File: src/hw/rtl/idq_pkg.sv
package idq_pkg;

   localparam int DEPTH_DEFAULT      = 16;
   localparam int DATA_WIDTH_DEFAULT = 32;

   localparam int OP_W       = 3;
   localparam int POSITION_W = 4;
   localparam int VALUE_W    = 32;
   localparam int STATUS_W   = 3;
   localparam int FOUND_W    = 4;
   localparam int COUNT_W    = 5;

   typedef enum logic [OP_W-1:0] {
      OP_PUSH = 3'd0,
      OP_POP  = 3'd1,
      OP_TAKE = 3'd2,
      OP_GET  = 3'd3,
      OP_SET  = 3'd4,
      OP_FIND = 3'd5
   } op_type;

   typedef enum logic [STATUS_W-1:0] {
      STS_OK        = 3'd0,
      STS_EMPTY     = 3'd1,
      STS_FULL      = 3'd2,
      STS_BAD_POS   = 3'd3,
      STS_NOT_FOUND = 3'd4
   } status_type;

   typedef enum logic [1:0] {
      ST_IDLE,
      ST_EXEC,
      ST_READ,
      ST_SCAN
   } state_type;

   typedef enum logic [2:0] {
      OFS_COUNT,
      OFS_LAST,
      OFS_ZERO,
      OFS_POS,
      OFS_NEXT
   } offset_sel_type;

   typedef struct packed {
      logic           load;
      logic           mem_wr;
      logic           mem_rd;
      offset_sel_type offset_sel;
      logic           count_inc;
      logic           count_dec;
      logic           head_inc;
      logic           scan_clear;
      logic           scan_inc;
      logic           respond;
      status_type     rsp_status;
      logic           rsp_use_data;
      logic           rsp_use_scan;
   } cmd_type;

   typedef struct packed {
      op_type op;
      logic   empty;
      logic   full;
      logic   pos_bad;
      logic   match;
      logic   scan_last;
   } flags_type;

endpackage

File: src/hw/rtl/idq_ctrl.sv
module idq_ctrl (
   input  logic               clock,
   input  logic               reset,
   input  logic               start,
   output logic               busy,
   input  idq_pkg::flags_type flags,
   output idq_pkg::cmd_type   cmd
);
   import idq_pkg::*;

   state_type state_ff;
   state_type state_in;

   always_ff @(posedge clock) begin
      if (reset) begin
         state_ff <= ST_IDLE;
      end else begin
         state_ff <= state_in;
      end
   end

   assign busy = (state_ff != ST_IDLE);

   always_comb begin
      state_in = state_ff;
      cmd      = '0;
      case (state_ff)
         ST_IDLE: begin
            if (start) begin
               cmd.load = 1'b1;
               state_in = ST_EXEC;
            end
         end
         ST_EXEC: begin
            case (flags.op)
               OP_PUSH: begin
                  cmd.respond = 1'b1;
                  state_in    = ST_IDLE;
                  if (flags.full) begin
                     cmd.rsp_status = STS_FULL;
                  end else begin
                     cmd.mem_wr     = 1'b1;
                     cmd.offset_sel = OFS_COUNT;
                     cmd.count_inc  = 1'b1;
                     cmd.rsp_status = STS_OK;
                  end
               end
               OP_POP: begin
                  if (flags.empty) begin
                     cmd.respond    = 1'b1;
                     cmd.rsp_status = STS_EMPTY;
                     state_in       = ST_IDLE;
                  end else begin
                     cmd.mem_rd     = 1'b1;
                     cmd.offset_sel = OFS_LAST;
                     cmd.count_dec  = 1'b1;
                     state_in       = ST_READ;
                  end
               end
               OP_TAKE: begin
                  if (flags.empty) begin
                     cmd.respond    = 1'b1;
                     cmd.rsp_status = STS_EMPTY;
                     state_in       = ST_IDLE;
                  end else begin
                     cmd.mem_rd     = 1'b1;
                     cmd.offset_sel = OFS_ZERO;
                     cmd.count_dec  = 1'b1;
                     cmd.head_inc   = 1'b1;
                     state_in       = ST_READ;
                  end
               end
               OP_GET: begin
                  if (flags.pos_bad) begin
                     cmd.respond    = 1'b1;
                     cmd.rsp_status = STS_BAD_POS;
                     state_in       = ST_IDLE;
                  end else begin
                     cmd.mem_rd     = 1'b1;
                     cmd.offset_sel = OFS_POS;
                     state_in       = ST_READ;
                  end
               end
               OP_SET: begin
                  cmd.respond = 1'b1;
                  state_in    = ST_IDLE;
                  if (flags.pos_bad) begin
                     cmd.rsp_status = STS_BAD_POS;
                  end else begin
                     cmd.mem_wr     = 1'b1;
                     cmd.offset_sel = OFS_POS;
                     cmd.rsp_status = STS_OK;
                  end
               end
               OP_FIND: begin
                  if (flags.empty) begin
                     cmd.respond    = 1'b1;
                     cmd.rsp_status = STS_NOT_FOUND;
                     state_in       = ST_IDLE;
                  end else begin
                     cmd.mem_rd     = 1'b1;
                     cmd.offset_sel = OFS_ZERO;
                     cmd.scan_clear = 1'b1;
                     state_in       = ST_SCAN;
                  end
               end
               default: begin
                  cmd.respond    = 1'b1;
                  cmd.rsp_status = STS_OK;
                  state_in       = ST_IDLE;
               end
            endcase
         end
         ST_READ: begin
            cmd.respond      = 1'b1;
            cmd.rsp_status   = STS_OK;
            cmd.rsp_use_data = 1'b1;
            state_in         = ST_IDLE;
         end
         ST_SCAN: begin
            if (flags.match) begin
               cmd.respond      = 1'b1;
               cmd.rsp_status   = STS_OK;
               cmd.rsp_use_scan = 1'b1;
               state_in         = ST_IDLE;
            end else if (flags.scan_last) begin
               cmd.respond    = 1'b1;
               cmd.rsp_status = STS_NOT_FOUND;
               state_in       = ST_IDLE;
            end else begin
               cmd.mem_rd     = 1'b1;
               cmd.offset_sel = OFS_NEXT;
               cmd.scan_inc   = 1'b1;
            end
         end
         default: begin
            state_in = ST_IDLE;
         end
      endcase
   end

endmodule

File: src/hw/rtl/idq_datapath.sv
module idq_datapath #(
   parameter int DEPTH      = idq_pkg::DEPTH_DEFAULT,
   parameter int DATA_WIDTH = idq_pkg::DATA_WIDTH_DEFAULT
) (
   input  logic                            clock,
   input  logic                            reset,
   input  logic [idq_pkg::OP_W-1:0]        req_op,
   input  logic [idq_pkg::POSITION_W-1:0]  req_position,
   input  logic [idq_pkg::VALUE_W-1:0]     req_value,
   input  idq_pkg::cmd_type                cmd,
   output idq_pkg::flags_type              flags,
   output logic                            rsp_valid,
   output logic [idq_pkg::STATUS_W-1:0]    rsp_status,
   output logic [idq_pkg::VALUE_W-1:0]     rsp_read_value,
   output logic [idq_pkg::FOUND_W-1:0]     rsp_found_index,
   output logic [idq_pkg::COUNT_W-1:0]     rsp_entry_count
);
   import idq_pkg::*;

   localparam int IDX_W = $clog2(DEPTH);
   localparam int CNT_W = $clog2(DEPTH + 1);

   logic [DATA_WIDTH-1:0] entries_ff [DEPTH];

   op_type                  op_ff;
   logic [POSITION_W-1:0]   position_ff;
   logic [DATA_WIDTH-1:0]   value_ff;
   logic [IDX_W-1:0]        head_ff;
   logic [IDX_W-1:0]        head_in;
   logic [CNT_W-1:0]        count_ff;
   logic [CNT_W-1:0]        count_in;
   logic [IDX_W-1:0]        scan_idx_ff;
   logic [IDX_W-1:0]        scan_idx_in;
   logic [DATA_WIDTH-1:0]   rd_data_ff;

   logic                    rsp_valid_ff;
   logic [STATUS_W-1:0]     rsp_status_ff;
   logic [VALUE_W-1:0]      rsp_read_value_ff;
   logic [FOUND_W-1:0]      rsp_found_index_ff;
   logic [COUNT_W-1:0]      rsp_entry_count_ff;

   logic [IDX_W-1:0]        offset;
   logic [IDX_W:0]          ring_sum;
   logic [IDX_W-1:0]        addr;

   always_comb begin
      case (cmd.offset_sel)
         OFS_COUNT: offset = IDX_W'(count_ff);
         OFS_LAST:  offset = IDX_W'(count_ff - CNT_W'(1));
         OFS_ZERO:  offset = '0;
         OFS_POS:   offset = IDX_W'(position_ff);
         OFS_NEXT:  offset = scan_idx_ff + IDX_W'(1);
         default:   offset = '0;
      endcase
   end

   assign ring_sum = {1'b0, head_ff} + {1'b0, offset};
   assign addr = (ring_sum >= (IDX_W + 1)'(DEPTH)) ?
                 IDX_W'(ring_sum - (IDX_W + 1)'(DEPTH)) : IDX_W'(ring_sum);

   always_comb begin
      count_in = count_ff;
      if (cmd.count_inc) begin
         count_in = count_ff + CNT_W'(1);
      end else if (cmd.count_dec) begin
         count_in = count_ff - CNT_W'(1);
      end
   end

   always_comb begin
      head_in = head_ff;
      if (cmd.head_inc) begin
         head_in = (head_ff == IDX_W'(DEPTH - 1)) ? '0 : head_ff + IDX_W'(1);
      end
   end

   always_comb begin
      scan_idx_in = scan_idx_ff;
      if (cmd.scan_clear) begin
         scan_idx_in = '0;
      end else if (cmd.scan_inc) begin
         scan_idx_in = scan_idx_ff + IDX_W'(1);
      end
   end

   always_ff @(posedge clock) begin
      if (reset) begin
         head_ff      <= '0;
         count_ff     <= '0;
         rsp_valid_ff <= 1'b0;
      end else begin
         head_ff      <= head_in;
         count_ff     <= count_in;
         rsp_valid_ff <= cmd.respond;
      end
   end

   always_ff @(posedge clock) begin
      if (cmd.load) begin
         op_ff       <= op_type'(req_op);
         position_ff <= req_position;
         value_ff    <= DATA_WIDTH'(req_value);
      end
      scan_idx_ff <= scan_idx_in;
      if (cmd.respond) begin
         rsp_status_ff      <= cmd.rsp_status;
         rsp_read_value_ff  <= cmd.rsp_use_data ? VALUE_W'(rd_data_ff) : '0;
         rsp_found_index_ff <= cmd.rsp_use_scan ? FOUND_W'(scan_idx_ff) : '0;
         rsp_entry_count_ff <= COUNT_W'(count_in);
      end
   end

   always_ff @(posedge clock) begin
      if (cmd.mem_wr) begin
         entries_ff[addr] <= value_ff;
      end
      if (cmd.mem_rd) begin
         rd_data_ff <= entries_ff[addr];
      end
   end

   assign flags.op        = op_ff;
   assign flags.empty     = (count_ff == '0);
   assign flags.full      = (count_ff == CNT_W'(DEPTH));
   assign flags.pos_bad   = (32'(position_ff) >= 32'(count_ff));
   assign flags.match     = (rd_data_ff == value_ff);
   assign flags.scan_last = ((CNT_W'(scan_idx_ff) + CNT_W'(1)) == count_ff);

   assign rsp_valid       = rsp_valid_ff;
   assign rsp_status      = rsp_status_ff;
   assign rsp_read_value  = rsp_read_value_ff;
   assign rsp_found_index = rsp_found_index_ff;
   assign rsp_entry_count = rsp_entry_count_ff;

endmodule

File: src/hw/rtl/indexed_double_ended_queue_core.sv
// Bounded double-ended queue of data words held in a ring of DEPTH entries.
// A request transfer happens at a rising edge where start is high and busy is
// low; req_op selects push tail, pop tail, take head, get, set or find.
// Every request produces exactly one response, shown on the rsp_ ports for
// one cycle while rsp_valid is high, with the entry count after the request.
// Push, set, rejected requests and unused op codes respond from the execute
// state, and the next request can be taken while their response is shown.
// Pop, take and get read the entry store through its registered port in the
// execute state and respond from the read state. Find compares one entry per
// cycle starting at the head, and responds on a match or after the last entry.
// Busy stays high from the request transfer until the response is issued.
// The receiver cannot stall, so every response is taken in its one cycle.
// Reset empties the queue and clears the head index; stored words are not
// cleared, and only words written since reset are ever returned.
module indexed_double_ended_queue_core #(
   parameter int DEPTH      = idq_pkg::DEPTH_DEFAULT,
   parameter int DATA_WIDTH = idq_pkg::DATA_WIDTH_DEFAULT
) (
   input  logic                            clock,
   input  logic                            reset,
   input  logic                            start,
   output logic                            busy,
   input  logic [idq_pkg::OP_W-1:0]        req_op,
   input  logic [idq_pkg::POSITION_W-1:0]  req_position,
   input  logic [idq_pkg::VALUE_W-1:0]     req_value,
   output logic                            rsp_valid,
   output logic [idq_pkg::STATUS_W-1:0]    rsp_status,
   output logic [idq_pkg::VALUE_W-1:0]     rsp_read_value,
   output logic [idq_pkg::FOUND_W-1:0]     rsp_found_index,
   output logic [idq_pkg::COUNT_W-1:0]     rsp_entry_count
);
   import idq_pkg::*;

   cmd_type   cmd;
   flags_type flags;

   idq_ctrl u_ctrl (
      .clock (clock),
      .reset (reset),
      .start (start),
      .busy  (busy),
      .flags (flags),
      .cmd   (cmd)
   );

   idq_datapath #(
      .DEPTH      (DEPTH),
      .DATA_WIDTH (DATA_WIDTH)
   ) u_datapath (
      .clock           (clock),
      .reset           (reset),
      .req_op          (req_op),
      .req_position    (req_position),
      .req_value       (req_value),
      .cmd             (cmd),
      .flags           (flags),
      .rsp_valid       (rsp_valid),
      .rsp_status      (rsp_status),
      .rsp_read_value  (rsp_read_value),
      .rsp_found_index (rsp_found_index),
      .rsp_entry_count (rsp_entry_count)
   );

endmodule

File: config.mk
export PLATFORM = sky130hd
export DESIGN_NAME = indexed_double_ended_queue_core
export DESIGN_NICKNAME = d
export VERILOG_FILES = /design/src/hw/rtl/idq_pkg.sv /design/src/hw/rtl/idq_ctrl.sv /design/src/hw/rtl/idq_datapath.sv /design/src/hw/rtl/indexed_double_ended_queue_core.sv
export SDC_FILE = /design/constraint.sdc
export NUM_CORES = 1
export LEC_CHECK = 0
export BUFFER_PORTS_ARGS = -buffer_cell sky130_fd_sc_hd__buf_2
export CAP_MARGIN = 40
export CORE_ASPECT_RATIO = 2
export CORE_MARGIN = 3
export CORE_UTILIZATION = 54
export CTS_CLUSTER_SIZE = 28
export DETAILED_ROUTE_END_ITERATION = 10
export PLACE_DENSITY = 0.75
export SKIP_LAST_GASP = 1
export SLEW_MARGIN = 20
export SYNTH_ARGS = -nofsm -noshare
export SYNTH_HDL_FRONTEND = slang
export SYNTH_SLANG_ARGS = --single-unit
File: constraint.sdc
create_clock -name clock -period 6.3 [get_ports clock]
set_clock_uncertainty 0.1 [all_clocks]
set_input_delay 0.945 -clock clock [delete_from_list [all_inputs] [get_ports clock]]
set_output_delay 0.945 -clock clock [all_outputs]
set_load 0.02 [all_outputs]
Word-level counts from Yosys, hierarchy flattened
Memories as Yosys holds them, arrays and structs flattened. A register that Yosys moved wholly into a read port is not among the register bits.
Cells that the tools add are included.
- flip-flop bits (word level): 99
- bits in latches: 0
- RAM bits: 512
- bits in read-only memories: 0
- output and inout port bits: 46
- memories kept: 1
- memory list (name ; depth ; width ; read ports ; clocked after memory_dff ; wr ports ; line ; source):
    u_datapath.entries_ff ; 16 ; 32 ; 1 ; 1 ; 1 ; idq_datapath.sv:23 ; logic [DATA_WIDTH-1:0] entries_ff [DEPTH];
- add/subtract/negate cells: 7
- multipliers: 0
- div/mod/pow operators: 0
- magnitude comparators: 2
- eq/ne operators: 17
- shift-type cells: 0
- muxes and demuxes: 52
- bitwise logic cells: 0
- reductions and logical operators: 8
- operator list (kind ; count):
    two-way mux 4 bit ; 13
    equality test 32 bit ; 1
    case mux 4 bit (5 select lines) ; 1
    two-way mux 1 bit ; 18
    two-way mux 2 bit ; 9
    case mux 4 bit (4 select lines) ; 1
    case mux 3 bit (5 select lines) ; 1
    case mux 4 bit (3 select lines) ; 1
    two-way mux 5 bit ; 2
    equality test 3 x 2 -> 1 bit, second input constant ; 3
    equality test 3 bit, second input constant ; 3
    adder 4 x 1 -> 4 bit, second input constant ; 2
    case mux 2 bit (4 select lines) ; 1
    case mux 4 bit (2 select lines) ; 1
    equality test 3 x 1 -> 1 bit, second input constant ; 2
    logical NOT 3 bit ; 2
    case mux 2 bit (3 select lines) ; 1
    adder 4 x 1 -> 5 bit, second input constant ; 1
    adder 4 x 4 -> 5 bit ; 1
    adder 5 x 1 -> 5 bit, second input constant ; 1
    equality test 5 bit ; 1
    equality test 5 bit, second input constant ; 1
    >= comparator 4 x 5 -> 1 bit ; 1
    >= comparator 5 bit, second input constant ; 1
    14 further kinds ; 17

Longest topological paths before layout
Gate-level depths: netlist (run 1).
- depth after elaboration: 10
- mapped depth: 22
- depth with buffers taken out: 18

Cells and area by module
Synthesis (run 1) repeated with hierarchy kept, for this count alone.
- cell total of the unflattened synthesis: 1186
- area total of the unflattened synthesis: 25134.1 um^2
- modules (own cells, without submodules) (module ; times used ; cells each ; area each (um^2)):
    idq_datapath ; 1 ; 1132 ; 24743.7
    idq_ctrl ; 1 ; 54 ; 390.4

Worst setup path before layout (run 1)
No wires, ideal clock.
- path kind: register to register
- start: reg u_datapath.scan_idx_ff[0]
- end: mem u_datapath.entries_ff[2][0] (netlist bit) (enable)
- library setup time: 0.416 ns
- arrival: 5.877 ns
- slack: -0.093 ns
- stages on the path, launching flop included: 22
- clock period less this slack: 6.393 ns
- cell sequence: dfxtp_1 ha_1 nor3b_1 a21oi_1 a211oi_1 a31oi_1 or4_1 nor2b_1 clkbuf_1 o311ai_0 ha_1 a21o_1 a21oi_1 xor2_1 a2111oi_0 a31o_1 a211o_1 or3_1 clkbuf_1 buf_6 buf_6 nor3b_2
- longest elaborated chain between the ends: 10
- elaborated cells on any way between the ends: 15
- classes of those cells: add/sub: 4; order compare: 1; eq/ne: 4; mux: 5; reduce/logical: 1
- RTL lines (item ; line ; source):
    start: declaration ; idq_datapath.sv:32 ; logic [IDX_W-1:0] scan_idx_ff;
    start signal: assignment ; idq_datapath.sv:104 ; scan_idx_ff <= scan_idx_in;
    adder 4 x 1 -> 5 bit ; idq_datapath.sv:127 ; assign flags.scan_last = ((CNT_W'(scan_idx_ff) + CNT_W'(1)) == count_ff);
    equality test 5 bit ; idq_datapath.sv:127 ;
    two-way mux 4 bit ; idq_ctrl.sv:126 ; end else if (flags.scan_last) begin
    two-way mux 4 bit ; idq_ctrl.sv:121 ; if (flags.match) begin
    case mux 4 bit (2 select lines) ; idq_ctrl.sv:27 ; case (state_ff)
    equality test 3 bit, or another cell as far along ; idq_datapath.sv:47 ; case (cmd.offset_sel)
    case mux 4 bit (4 select lines) (*) ; idq_datapath.sv:47 ;
    adder 4 x 4 -> 5 bit (*) ; idq_datapath.sv:57 ; assign ring_sum = {1'b0, head_ff} + {1'b0, offset};
    subtractor 4 x 1 -> 4 bit or >= comparator 5 bit (tied branches) ; idq_datapath.sv:59, idq_datapath.sv:58 ;
    two-way mux 4 bit (*) ; idq_datapath.sv:58 ; assign addr = (ring_sum >= (IDX_W + 1)'(DEPTH)) ?
    end: declaration ; idq_datapath.sv:23 ;
Every way passes the cells marked *; elsewhere a longest branch is shown, timed or not.

Worst setup path in the final report (run 1)
- start: reg u_datapath.value_ff[3]
- end: mem u_datapath.entries_ff[3][21] (netlist bit) (enable)
- longest elaborated chain between the ends: 8
- elaborated cells on any way between the ends: 12
- classes of those cells: add/sub: 2; order compare: 1; eq/ne: 4; mux: 4; reduce/logical: 1
- RTL lines (item ; line ; source):
    start: declaration ; idq_datapath.sv:27 ; logic [DATA_WIDTH-1:0] value_ff;
    start signal: assignment ; idq_datapath.sv:102 ; value_ff <= DATA_WIDTH'(req_value);
    equality test 32 bit (*) ; idq_datapath.sv:126 ; assign flags.match = (rd_data_ff == value_ff);
    two-way mux 4 bit (*) ; idq_ctrl.sv:121 ;
    case mux 4 bit (2 select lines) (*) ; idq_ctrl.sv:27 ;
    equality test 3 bit, or another cell as far along ; idq_datapath.sv:47 ;
    case mux 4 bit (4 select lines) (*) ; idq_datapath.sv:47 ;
    adder 4 x 4 -> 5 bit (*) ; idq_datapath.sv:57 ;
    subtractor 4 x 1 -> 4 bit or >= comparator 5 bit (tied branches) ; idq_datapath.sv:59, idq_datapath.sv:58 ;
    two-way mux 4 bit (*) ; idq_datapath.sv:58 ;
Marks and branches as above.

==> results of run 1 <==
[synth_stat cells, drive strengths merged, types with 8 or more instances]
master  instances
a21oi          13
and2           42
and3            8
buf            18
clkbuf         40
dfxtp          16
edfxtp        627
ha             12
inv            11
mux2i          98
mux4          128
nand2          22
nand3           8
nand4          10
nor2           26
o21ai           8
xnor2          44
[per-stage QoR]
step	hold slack, ps	setup WS [ps]	util
CTS	404	341	0.634
detailed placement	446	469	0.596
global route	415	215	0.634
global placement	440	461	0.596
finish	424	419	0.634
floorplan	362	-93.3	-
[layer usage]
metal  GRT usage  wire length (µm)
met3      0.0267              2620
met2       0.454             33200
met5           0                 0
met4       0.133              3720
met1       0.275             20200
[power by group]
part           internal (mW)  switching, mW
sequential              4.73         0.0345
combinational          0.113          0.184
clock                   1.84           1.46
total                   6.68           1.68
[flip-flops by register name (all words and copies together), names as in the netlist]
signal,flops
u_ctrl.state_ff,2
u_datapath.entries_ff,512
u_datapath.rsp_valid,1
u_datapath.rsp_read_value,32
u_datapath.value_ff,32
u_datapath.rsp_found_index,4
u_datapath.scan_idx_ff,4
u_datapath.head_ff,4
u_datapath.rsp_status,3
u_datapath.rd_data_ff,32
u_datapath.count_ff,5
u_datapath.position_ff,4
u_datapath.op_ff,3
u_datapath.rsp_entry_count,5
[logic make-up after synthesis]
group | after synthesis | share of synthesized area
AO/OA/AOI/OAI | 53 | 0.0145
XOR/XNOR | 51 | 0.0177
flip-flops | 643 | 0.760
adder cells (fa/ha/maj) | 13 | 0.00675
buffers and inverters | 69 | 0.0115
multiplexers | 226 | 0.153
AND/OR/NAND/NOR | 159 | 0.0367
[critical path, delay by kind of cell, from the launching register on]
kind                       cells  cell delay [ps]
AOI/OAI and AO/OA              7             1650
xor gates and xnor gates       2              750
adders and majority gates      1              220
DFF                            1              460
and+or+nand+nor                5             1720
buffers and inverters          3              650
[final cells by class]
| cell class | instances | area, µm² | share of cell area |
|---|---|---|---|
| repair buffers | 189 | 1560 | 0.0537 |
| clock buffers | 64 | 1410 | 0.0484 |
| clock inverters | 35 | 323 | 0.0111 |
| multi-input cells | 502 | 5880 | 0.202 |
| inverters | 11 | 41.3 | 0.00142 |
| well taps | 621 | 777 | 0.0267 |
| flip-flops and latches | 643 | 19100 | 0.657 |
| diodes | 1 | 2.50 | 0.0000859 |
[worst max path at each step]
| stage | from | to | slack (ps) | cells past startpoint |
|---|---|---|---|---|
| 3_5_place_dp | u_datapath.value_ff[3] | u_datapath.entries_ff[0][0] | 470 | 18 |
| 5_1_grt | u_datapath.scan_idx_ff[0] | u_datapath.entries_ff[3][24] | 220 | 20 |
| 4_1_cts | u_datapath.value_ff[3] | u_datapath.entries_ff[3][24] | 340 | 18 |
| 2_1_floorplan | u_datapath.scan_idx_ff[0] | u_datapath.entries_ff[2][0] | -90 | 21 |
| 6_report | u_datapath.value_ff[3] | u_datapath.entries_ff[3][21] | 420 | 18 |
| 3_3_place_gp | u_datapath.value_ff[3] | u_datapath.entries_ff[3][18] | 460 | 18 |
==> results by group, run 1 <==
Outcome
  – Status: complete, no violations

Clock network
  – # clock sinks: 643
  – CTS tree: yes
  – Worst-path clk slew: 70 ps
  – Post-CTS resize count: 0
  – Post-CTS Setup Bufs: 0
  – Worst skew pair latency: 590 ps
  – Root Driver: clkbuf_16
  – Num CTS Buffers: 53
  – CTS max path bufs: 3
  – Htree depth: 2
  – Hold_buf cts: 0

GRT
  – Largest net degree at the start of global routing: 55
  – Vias in the first global route: 13475
  – Global-route wire length before repair: 88.5 mm
  – All-Layer GR Usage: 0.245
  – Initial antenna violation count: 0
  – GRT overflow: 0

STA
  – Crit path time final: 5880 ps
  – Setup TNS Final: 0 ps
  – Unrepaired setup endpoints after global routing: false
  – Max Fclk: 170 MHz
  – Final count of pins violating max slew: 0
  – Final Cycle Share: 0.933
  – Hold Fails Final Rpt: 0
  – Relative slew slack: 0.498
  – Worst-Margin Slew: 753 ps
  – Final setup vio count: 0

Hold path
  – Hold Path Class: in -> reg
  – Hold depth: 1
  – Min-delay src: req_value[26]
  – Hold endpoint: u_datapath.value_ff[26]

Yosys
  – Syn_area_per_cell: 20.8 µm²
  – Leading area contributor after synthesis: edfxtp_1
  – Synth cell types: 60
  – Yosys top cell area share: 0.747
  – Sequential-to-total area share from yosys stat: 0.760
  – Synth warn: 0
  – Post-Syn Instances: 1214
  – Post-synthesis cell area: 0.0252 mm²
  – Number of synthesized flops with an enable pin: 627
  – Syn nets: 1269
  – Synth async-reset ratio: 0
  – Synth Register Bits: 643
  – Top FF cell, synth: edfxtp_1
  – Largest cells by area after synthesis: edfxtp_1 (75%), mux4_2 (11%), mux2i_1 (3.9%), xnor2_1 (1.5%), dfxtp_1 (1.3%)

Routing
  – DRT Pass-1 Iters: 5
  – Via count: 12615
  – Routed WL: 59.7 mm
  – Via density: 6.11
  – Routed len/inst: 28.9 µm
  – Antenna viol nets, final: 0
  – Detailed router's first-iteration violation count: 1229
  – DRC Markers: 0

Setup path
  – Worst Setup Start Kind: register
  – CP cell instances: xnor2_1 -> nand4_1 -> nor4_1 -> a21o_1 -> nor2b_1 -> o311ai_0 -> buf_4 -> ha_1 -> a21o_1 -> a21oi_1 -> xor2_1 -> a2111oi_0 -> a31o_1 -> a211o_1 -> or3_2 -> buf_4 -> nor3b_4 -> buf_12
  – CP peak stage delay: 530 ps
  – Setup crit end kind: register
  – Reg-to-reg endpoint: u_datapath.entries_ff[3][21]
  – Critical Path AT: 6070 ps
  – Crit path required time: 6490 ps
  – Kind of critical path: reg -> reg
  – CP max-delay cell: xnor2_1
  – R2R depth: 18
  – Flop-to-flop setup slack: 420 ps
  – Worst R2R Start: u_datapath.value_ff[3]
  – Worst-path fanout max: 19

Finish
  – Finished Cell Area: 0.0291 mm²
  – Fill cell count: 3002
  – Final Non-Filler Cells: 2066
  – Most frequent cells in the layout: edfxtp_1 (627), mux4_2 (128), mux2i_1 (98)
  – P&R area growth vs syn: 15.6%
  – Most common cell after layout, fill and taps aside: edfxtp_1
  – Nets@finish: 1455
  – Layout cell share with drive strength beyond 1: 0.291

Place
  – Cell count after placement: 1966
  – Post-DP HPWL: 40.2 mm
  – Placement Cell Area: 0.0274 mm²
  – Gpl congestion: 0.911
  – # port buffers: 87

Pwr
  – Maximum VDD drop: 0.225 mV
  – Leak: 9.24 nW
  – Power per cell area: 287 mW/mm²
  – Pwr Total: 8.36 mW

Floorplan
  – Core area: 0.0460 mm²
  – FP Rows: 111
  – Initial core utilization: 0.548
  – Io pins: 88
  – Die width: 159 µm
  – Die Y: 312 µm
  – DIE AREA: 0.0495 mm²

Job
  – Max-Cap Viols: 0
(Power assumes the default switching activity.)
==> run 2, diff against run 1 <==
--- a/config.mk
+++ b/config.mk
@@ -10,9 +10,9 @@
 export CORE_ASPECT_RATIO = 2
 export CORE_MARGIN = 3
 export CORE_UTILIZATION = 54
-export CTS_CLUSTER_SIZE = 28
+export CTS_CLUSTER_SIZE = 30
 export DETAILED_ROUTE_END_ITERATION = 10
-export PLACE_DENSITY = 0.75
+export PLACE_DENSITY = 0.83
 export SKIP_LAST_GASP = 1
 export SLEW_MARGIN = 20
 export SYNTH_ARGS = -nofsm -noshare
==> run 2 against run 1 <==
Effect of this change:
- flip-flop and latch count unchanged
- critical path depth up 2
- first-iteration DRC count is 5.5% higher
- highest routed layer unchanged
==> results by group, run 2 (synthesis results as in run 1) <==
Place
  – Post-DP HPWL: 37.5 mm (was 40.2 mm)
  – Gpl congestion: 0.937 (was 0.911)
  – Placement Cell Area: 0.0272 mm² (was 0.0274 mm²)
  – # port buffers: 87 (unchanged)

Routing
  – Routed WL: 57.9 mm (was 59.7 mm)
  – Via density: 6.15 (was 6.11)
  – Detailed router's first-iteration violation count: 1297 (was 1229)
  – Via count: 12615 (unchanged)
  – DRT Pass-1 Iters: 7 (was 5)
  – Routed len/inst: 28.2 µm (was 28.9 µm)
  – Antenna viol nets, final: 0 (unchanged)
  – DRC Markers: 0 (unchanged)

Setup path
  – Kind of critical path: reg -> reg (unchanged)
  – Worst Setup Start Kind: register (unchanged)
  – Critical Path AT: 6130 ps (was 6070 ps)
  – Flop-to-flop setup slack: 340 ps (was 420 ps)
  – Crit path required time: 6470 ps (was 6490 ps)
  – Setup crit end kind: register (unchanged)
  – Worst-path fanout max: 17 (was 19)

GRT
  – Vias in the first global route: 13300 (was 13475)
  – Largest net degree at the start of global routing: 43 (was 55)
  – Initial antenna violation count: 0 (unchanged)
  – All-Layer GR Usage: 0.236 (was 0.245)
  – Global-route wire length before repair: 86.0 mm (was 88.5 mm)
  – GRT overflow: 0 (unchanged)

STA
  – Unrepaired setup endpoints after global routing: false (unchanged)
  – Final Cycle Share: 0.946 (was 0.933)
  – Setup TNS Final: 0 ps (unchanged)
  – Max Fclk: 168 MHz (was 170 MHz)
  – Final setup vio count: 0 (unchanged)
  – Final count of pins violating max slew: 0 (unchanged)
  – Worst-Margin Slew: 771 ps (was 753 ps)
  – Relative slew slack: 0.486 (was 0.498)
  – Hold Fails Final Rpt: 0 (unchanged)
  – Crit path time final: 5960 ps (was 5880 ps)

Floorplan
  – Die Y: 312 µm (unchanged)
  – Io pins: 88 (unchanged)
  – FP Rows: 111 (unchanged)
  – Core area: 0.0460 mm² (unchanged)
  – Die width: 159 µm (unchanged)
  – DIE AREA: 0.0495 mm² (unchanged)
  – Initial core utilization: 0.548 (unchanged)

Finish
  – Fill cell count: 2937 (was 3002)
  – Max reg flops: 512 (unchanged)
  – Reg with most FFs: u_datapath.entries_ff (unchanged)
  – ANT cells: 0 (was 1)
  – Layout cell share with drive strength beyond 1: 0.291 (about the same)
  – Finished Cell Area: 0.0289 mm² (was 0.0291 mm²)
  – Most frequent cells in the layout: edfxtp_1 (627), mux4_2 (128), mux2i_1 (98) (unchanged)
  – Nets@finish: 1445 (was 1455)
  – P&R area growth vs syn: 14.7% (was 15.6%)
  – Most common cell after layout, fill and taps aside: edfxtp_1 (unchanged)

Outcome
  – Status: complete, no violations (unchanged)

Clock network
  – Root Driver: clkbuf_16 (unchanged)
  – Htree depth: 2 (unchanged)
  – CTS max path bufs: 3 (unchanged)
  – CTS tree: yes (unchanged)
  – Hold_buf cts: 0 (unchanged)
  – Num CTS Buffers: 52 (was 53)
  – Worst-path clk slew: 70 ps (about the same)
  – # clock sinks: 643 (unchanged)
  – Worst skew pair latency: 590 ps (about the same)

Job
  – Max-Cap Viols: 0 (unchanged)

Pwr
  – Leak: 9.13 nW (was 9.24 nW)
  – Power per cell area: 285 mW/mm² (was 287 mW/mm²)
  – Maximum VDD drop: 0.241 mV (was 0.225 mV)

Hold path
  – Hold Path Class: in -> reg (unchanged)
run 2: cell count changes in the layout (fill, tap and decap cells not counted), moves of 3 or more:
| cell | previous run | this run |
|---|---|---|
| buf_12 | 29 | 19 |
| clkinv_1 | 15 | 10 |
| clkbuf_1 | 9 | 5 |
| clkbuf_16 | 55 | 52 |
| clkinvlp_4 | 2 | 5 |
run 2: timing repair:
item | in CTS | in global routing
setup endpoints to repair | 0 | 139
resized for setup | 0 | 2
setup buffers | 0 | 0
run 2: path summary, 6_finish.rpt:
kind	from	end	depth (start not counted)
worst max-delay path	u_datapath.scan_idx_ff[0]	u_datapath.entries_ff[6][13]	20
worst max register to register	u_datapath.scan_idx_ff[0]	u_datapath.entries_ff[6][13]	20
worst min register to register	u_datapath.scan_idx_ff[1]	u_datapath.scan_idx_ff[1]	2
worst min-delay path	req_value[0]	u_datapath.value_ff[0]	1
run 2: final cells by class:
type | count | area [µm²] | share of cell area
repair buffers | 180 | 1380 | 0.0477
clock buffers | 57 | 1320 | 0.0457
inverters | 11 | 41.3 | 0.00143
well taps | 621 | 777 | 0.0269
multi-input cells | 502 | 5890 | 0.204
flip-flops and latches | 643 | 19100 | 0.662
clock inverters | 37 | 347 | 0.0120
run 2: where the power goes:
part	leakage (nW)	switching, mW	internal [mW]
clock network	0.808	1.45	1.73
logic	2.49	0.180	0.109
registers	5.83	0.0320	4.73
total	9.13	1.66	6.57
run 2: stage by stage:
stage,hold slack [ps],setup WS (ps),utilization,power (mW),instances
2_1_floorplan,362,-93.3,-,5.00,1214
3_3_place_gp,411,444,0.592,5.13,1955
3_5_place_dp,431,335,0.592,5.14,1957
4_1_cts,404,274,0.629,8.28,2051
5_1_grt,409,40.5,0.629,8.45,2051
6_report,431,339,0.629,8.23,2051
run 2: layer usage:
layer / part of all wire / vias to the layer above / global-route usage
met5: 0 / - / 0
li1: - / 5284 / -
met4: 0.066 / 0 / 0.137
met3: 0.067 / 178 / 0.0323
met2: 0.54 / 701 / 0.425
met1: 0.33 / 6452 / 0.269
run 2: worst max-delay path, cell delays in order (launching register included):
cell       delay, ps
dfxtp_1          450
ha_1             310
nor3b_1          210
a21oi_1           60
a211oi_1         230
a31oi_1           70
or4_1            490
nor2b_1          280
o311ai_1         330
buf_4            170
ha_1             220
a21o_1           160
a21oi_1          250
xor2_1           250
a2111oi_0        140
a31o_1           210
a211o_1          300
or3_2            670
buf_4            240
nor3b_4          230
buf_4            280
==> run 3, diff against run 2 <==
--- a/config.mk
+++ b/config.mk
@@ -5,6 +5,7 @@
 export SDC_FILE = /design/constraint.sdc
 export NUM_CORES = 1
 export LEC_CHECK = 0
+export ABC_AREA = 1
 export BUFFER_PORTS_ARGS = -buffer_cell sky130_fd_sc_hd__buf_2
 export CAP_MARGIN = 40
 export CORE_ASPECT_RATIO = 2
==> run 3 against run 2 <==
Effect of this change:
- sequential power increased by 1%
- largest power group unchanged
- worst setup slack gained 160 ps
- area after synthesis is 1.7% lower
- via count up 21%
- die area shrank 1.6%
- count of clock-buffer cells in the layout up 8
- largest cell class unchanged
- hold slack lost 4.1 ps
==> results by group, run 3 <==
Outcome
  – Status: complete, no violations (unchanged)

Setup path
  – Setup crit end kind: register (unchanged)
  – Critical Path AT: 5990 ps (was 6130 ps)
  – Worst R2R Start: u_datapath.value_ff[15] (was u_datapath.scan_idx_ff[0])
  – Most used cell, CP: nand2_1 (was buf_4)
  – CP max-delay cell: edfxtp_1 (was or3_2)
  – Kind of critical path: reg -> reg (unchanged)
  – CP cell instances: xnor2_1 -> nand2_1 -> nor2_1 -> nand2_1 -> nor2_1 -> nand2_1 -> nand2_2 -> inv_1 -> nand3_1 -> o21ai_0 -> a21oi_1 -> o21ai_0 -> ha_1 -> a21oi_1 -> nand2_1 -> xor2_1 -> inv_1 -> nand2_4 -> buf_4 -> nand3_1 -> nor2_4 -> buf_12 (was ha_1 -> nor3b_1 -> a21oi_1 -> a211oi_1 -> a31oi_1 -> or4_1 -> nor2b_1 -> o311ai_1 -> buf_4 -> ha_1 -> a21o_1 -> a21oi_1 -> xor2_1 -> a2111oi_0 -> a31o_1 -> a211o_1 -> or3_2 -> buf_4 -> nor3b_4 -> buf_4)
  – Crit path required time: 6490 ps (was 6470 ps)
  – Worst-path fanout max: 21 (was 17)
  – CP peak stage delay: 600 ps (was 670 ps)
  – Setup crit end: u_datapath.entries_ff[12][19] (was u_datapath.entries_ff[6][13])
  – Flop-to-flop setup slack: 500 ps (was 340 ps)
  – Worst Setup Start Kind: register (unchanged)
  – Reg-to-reg endpoint: u_datapath.entries_ff[12][19] (was u_datapath.entries_ff[6][13])
  – R2R depth: 22 (was 20)
  – CP startpoint: u_datapath.value_ff[15] (was u_datapath.scan_idx_ff[0])

Pwr
  – Pwr Total: 8.40 mW (was 8.23 mW)
  – Power per cell area: 301 mW/mm² (was 285 mW/mm²)
  – Maximum VDD drop: 0.180 mV (was 0.241 mV)
  – Leak: 9.71 nW (was 9.13 nW)

Yosys
  – Synth Register Bits: 643 (unchanged)
  – Syn nets: 1747 (was 1269)
  – Number of synthesized flops with an enable pin: 627 (unchanged)
  – Leading area contributor after synthesis: edfxtp_1 (unchanged)
  – Post-synth top cells: edfxtp_1 (627), nand2_1 (328), a22oi_1 (112) (was edfxtp_1 (627), mux4_2 (128), mux2i_1 (98))
  – Largest cells by area after synthesis: edfxtp_1 (76%), nand2_1 (5.0%), a22oi_1 (3.4%), a22o_1 (2.3%), a221oi_1 (2.3%) (was edfxtp_1 (75%), mux4_2 (11%), mux2i_1 (3.9%), xnor2_1 (1.5%), dfxtp_1 (1.3%))
  – Synth cell types: 40 (was 60)
  – Yosys top cell area share: 0.759 (was 0.747)
  – Synth warn: 0 (unchanged)
  – Synth async-reset ratio: 0 (unchanged)
  – Top FF cell, synth: edfxtp_1 (unchanged)
  – Post-synthesis cell area: 0.0248 mm² (was 0.0252 mm²)
  – Count leader, synth: edfxtp_1 (unchanged)
  – Sequential-to-total area share from yosys stat: 0.772 (was 0.760)
  – Post-Syn Instances: 1692 (was 1214)
  – Syn_area_per_cell: 14.7 µm² (was 20.8 µm²)

STA
  – Final count of pins violating max slew: 0 (unchanged)
  – Final Cycle Share: 0.921 (was 0.946)
  – Crit path time final: 5800 ps (was 5960 ps)
  – Hold slack: 427 ps (was 431 ps)
  – Worst-Margin Slew: 837 ps (was 771 ps)
  – Unrepaired setup endpoints after global routing: false (unchanged)
  – Relative slew slack: 0.442 (was 0.486)
  – Max Fclk: 172 MHz (was 168 MHz)
  – Final setup vio count: 0 (unchanged)
  – Setup TNS Final: 0 ps (unchanged)
  – Hold Fails Final Rpt: 0 (unchanged)

Job
  – Max-Cap Viols: 0 (unchanged)

GRT
  – Initial antenna violation count: 1 (was 0)
  – Vias in the first global route: 15617 (was 13300)
  – Global-route wire length before repair: 91.0 mm (was 86.0 mm)
  – Largest net degree at the start of global routing: 129 (was 43)
  – All-Layer GR Usage: 0.251 (was 0.236)
  – GRT overflow: 0 (unchanged)

Clock network
  – Post-CTS Setup Bufs: 0 (unchanged)
  – Worst skew pair latency: 600 ps (was 590 ps)
  – Hold_buf cts: 0 (unchanged)
  – Root Driver: clkbuf_16 (unchanged)
  – Htree depth: 2 (unchanged)
  – Post-CTS resize count: 0 (unchanged)
  – Worst-path clk slew: 70 ps (about the same)
  – # clock sinks: 643 (unchanged)
  – CTS tree: yes (unchanged)
  – CTS max path bufs: 3 (unchanged)
  – Num CTS Buffers: 51 (was 52)

Finish
  – Max reg flops: 512 (unchanged)
  – P&R area growth vs syn: 12.6% (was 14.7%)
  – Final Util: 0.618 (was 0.629)
  – Fill cell count: 3043 (was 2937)
  – Nets@finish: 1859 (was 1445)
  – Most common cell after layout, fill and taps aside: edfxtp_1 (unchanged)
  – Most frequent cells in the layout: edfxtp_1 (627), nand2_1 (327), a22oi_1 (112) (was edfxtp_1 (627), mux4_2 (128), mux2i_1 (98))
  – ANT cells: 0 (unchanged)
  – Layout cell share with drive strength beyond 1: 0.141 (was 0.291)
  – Reg with most FFs: u_datapath.entries_ff (unchanged)

Routing
  – DRC Markers: 0 (unchanged)
  – Routed WL: 61.3 mm (was 57.9 mm)
  – DRT Pass-1 Iters: 6 (was 7)
  – Antenna viol nets, final: 0 (unchanged)
  – Routed len/inst: 25.5 µm (was 28.2 µm)
  – Detailed router's first-iteration violation count: 1914 (was 1297)
  – Via density: 6.34 (was 6.15)
  – Via count: 15242 (was 12615)

Place
  – Post-DP HPWL: 35.4 mm (was 37.5 mm)
  – Gpl congestion: 0.855 (was 0.937)
  – # port buffers: 87 (unchanged)

Hold path
  – Hold depth: 1 (unchanged)
  – Hold Path Class: in -> reg (unchanged)

Floorplan
  – Die Y: 309 µm (was 312 µm)
  – FP Rows: 110 (was 111)
  – DIE AREA: 0.0487 mm² (was 0.0495 mm²)
  – Core area: 0.0451 mm² (was 0.0460 mm²)
  – Io pins: 88 (unchanged)
  – Die width: 158 µm (was 159 µm)
  – Initial core utilization: 0.549 (was 0.548)
[run 3: how the worst min path moves through the flow]
stage	start	endpoint	slack (ps)
5_1_grt	req_value[11]	u_datapath.value_ff[11]	410
3_5_place_dp	u_datapath.head_ff[3]	u_datapath.head_ff[3]	420
2_1_floorplan	u_datapath.head_ff[3]	u_datapath.head_ff[3]	360
6_report	req_position[3]	u_datapath.position_ff[3]	430
3_3_place_gp	u_datapath.head_ff[3]	u_datapath.head_ff[3]	390
4_1_cts	req_value[11]	u_datapath.value_ff[11]	400
[run 3: per-layer routing]
| layer | up-vias | share of wire | track usage |
|---|---|---|---|
| li1 | 6591 | - | - |
| met1 | 7398 | 0.33 | 0.293 |
| met2 | 1000 | 0.52 | 0.436 |
| met3 | 251 | 0.080 | 0.0371 |
| met4 | 2 | 0.064 | 0.150 |
| met5 | - | 0.00021 | 0 |
[run 3: area by class of cell]
cell class	count	area, µm²	area share
clock buffers	65	1370	0.0491
inverters	87	328	0.0117
multi-input cells	878	5150	0.184
flip-flops and latches	643	19100	0.686
well taps	560	701	0.0251
clock inverters	27	267	0.00955
repair buffers	143	956	0.0342
[run 3: through the flow]
step / setup slack (ps) / instances / instance area [µm²]
CTS: 526 / 2403 / 27900
global route: 21.8 / 2403 / 27900
detailed placement: 533 / 2311 / 26300
finish: 497 / 2403 / 27900
global placement: 708 / 2310 / 26300
floorplan: 1040 / 1692 / 24800
[run 3: critical path, delay by kind of cell, from the launching register on]
kind / cells / cell delay [ps]
and+or+nand+nor: 11 / 2500
xor gates and xnor gates: 2 / 520
DFF: 1 / 600
buffers and inverters: 4 / 890
AOI/OAI and AO/OA: 4 / 490
adders and majority gates: 1 / 390
[run 3: where the power goes]
| group | total, mW | internal (mW) | switching, mW |
|---|---|---|---|
| Combinational | 0.405 | 0.134 | 0.271 |
| Clock | 3.18 | 1.72 | 1.46 |
| Sequential | 4.82 | 4.75 | 0.0657 |
| Total | 8.40 | 6.60 | 1.80 |
[run 3: logic make-up (layout without fill, tap and decap cells)]
kind of cell	after synthesis	in the layout	share of synthesized area
AO/OA/AOI/OAI	339	339	0.101
XOR/XNOR	31	31	0.0110
adder cells (fa/ha/maj)	13	13	0.00686
buffers and inverters	171	322	0.0272
flip-flops	643	643	0.772
AND/OR/NAND/NOR	495	495	0.0818
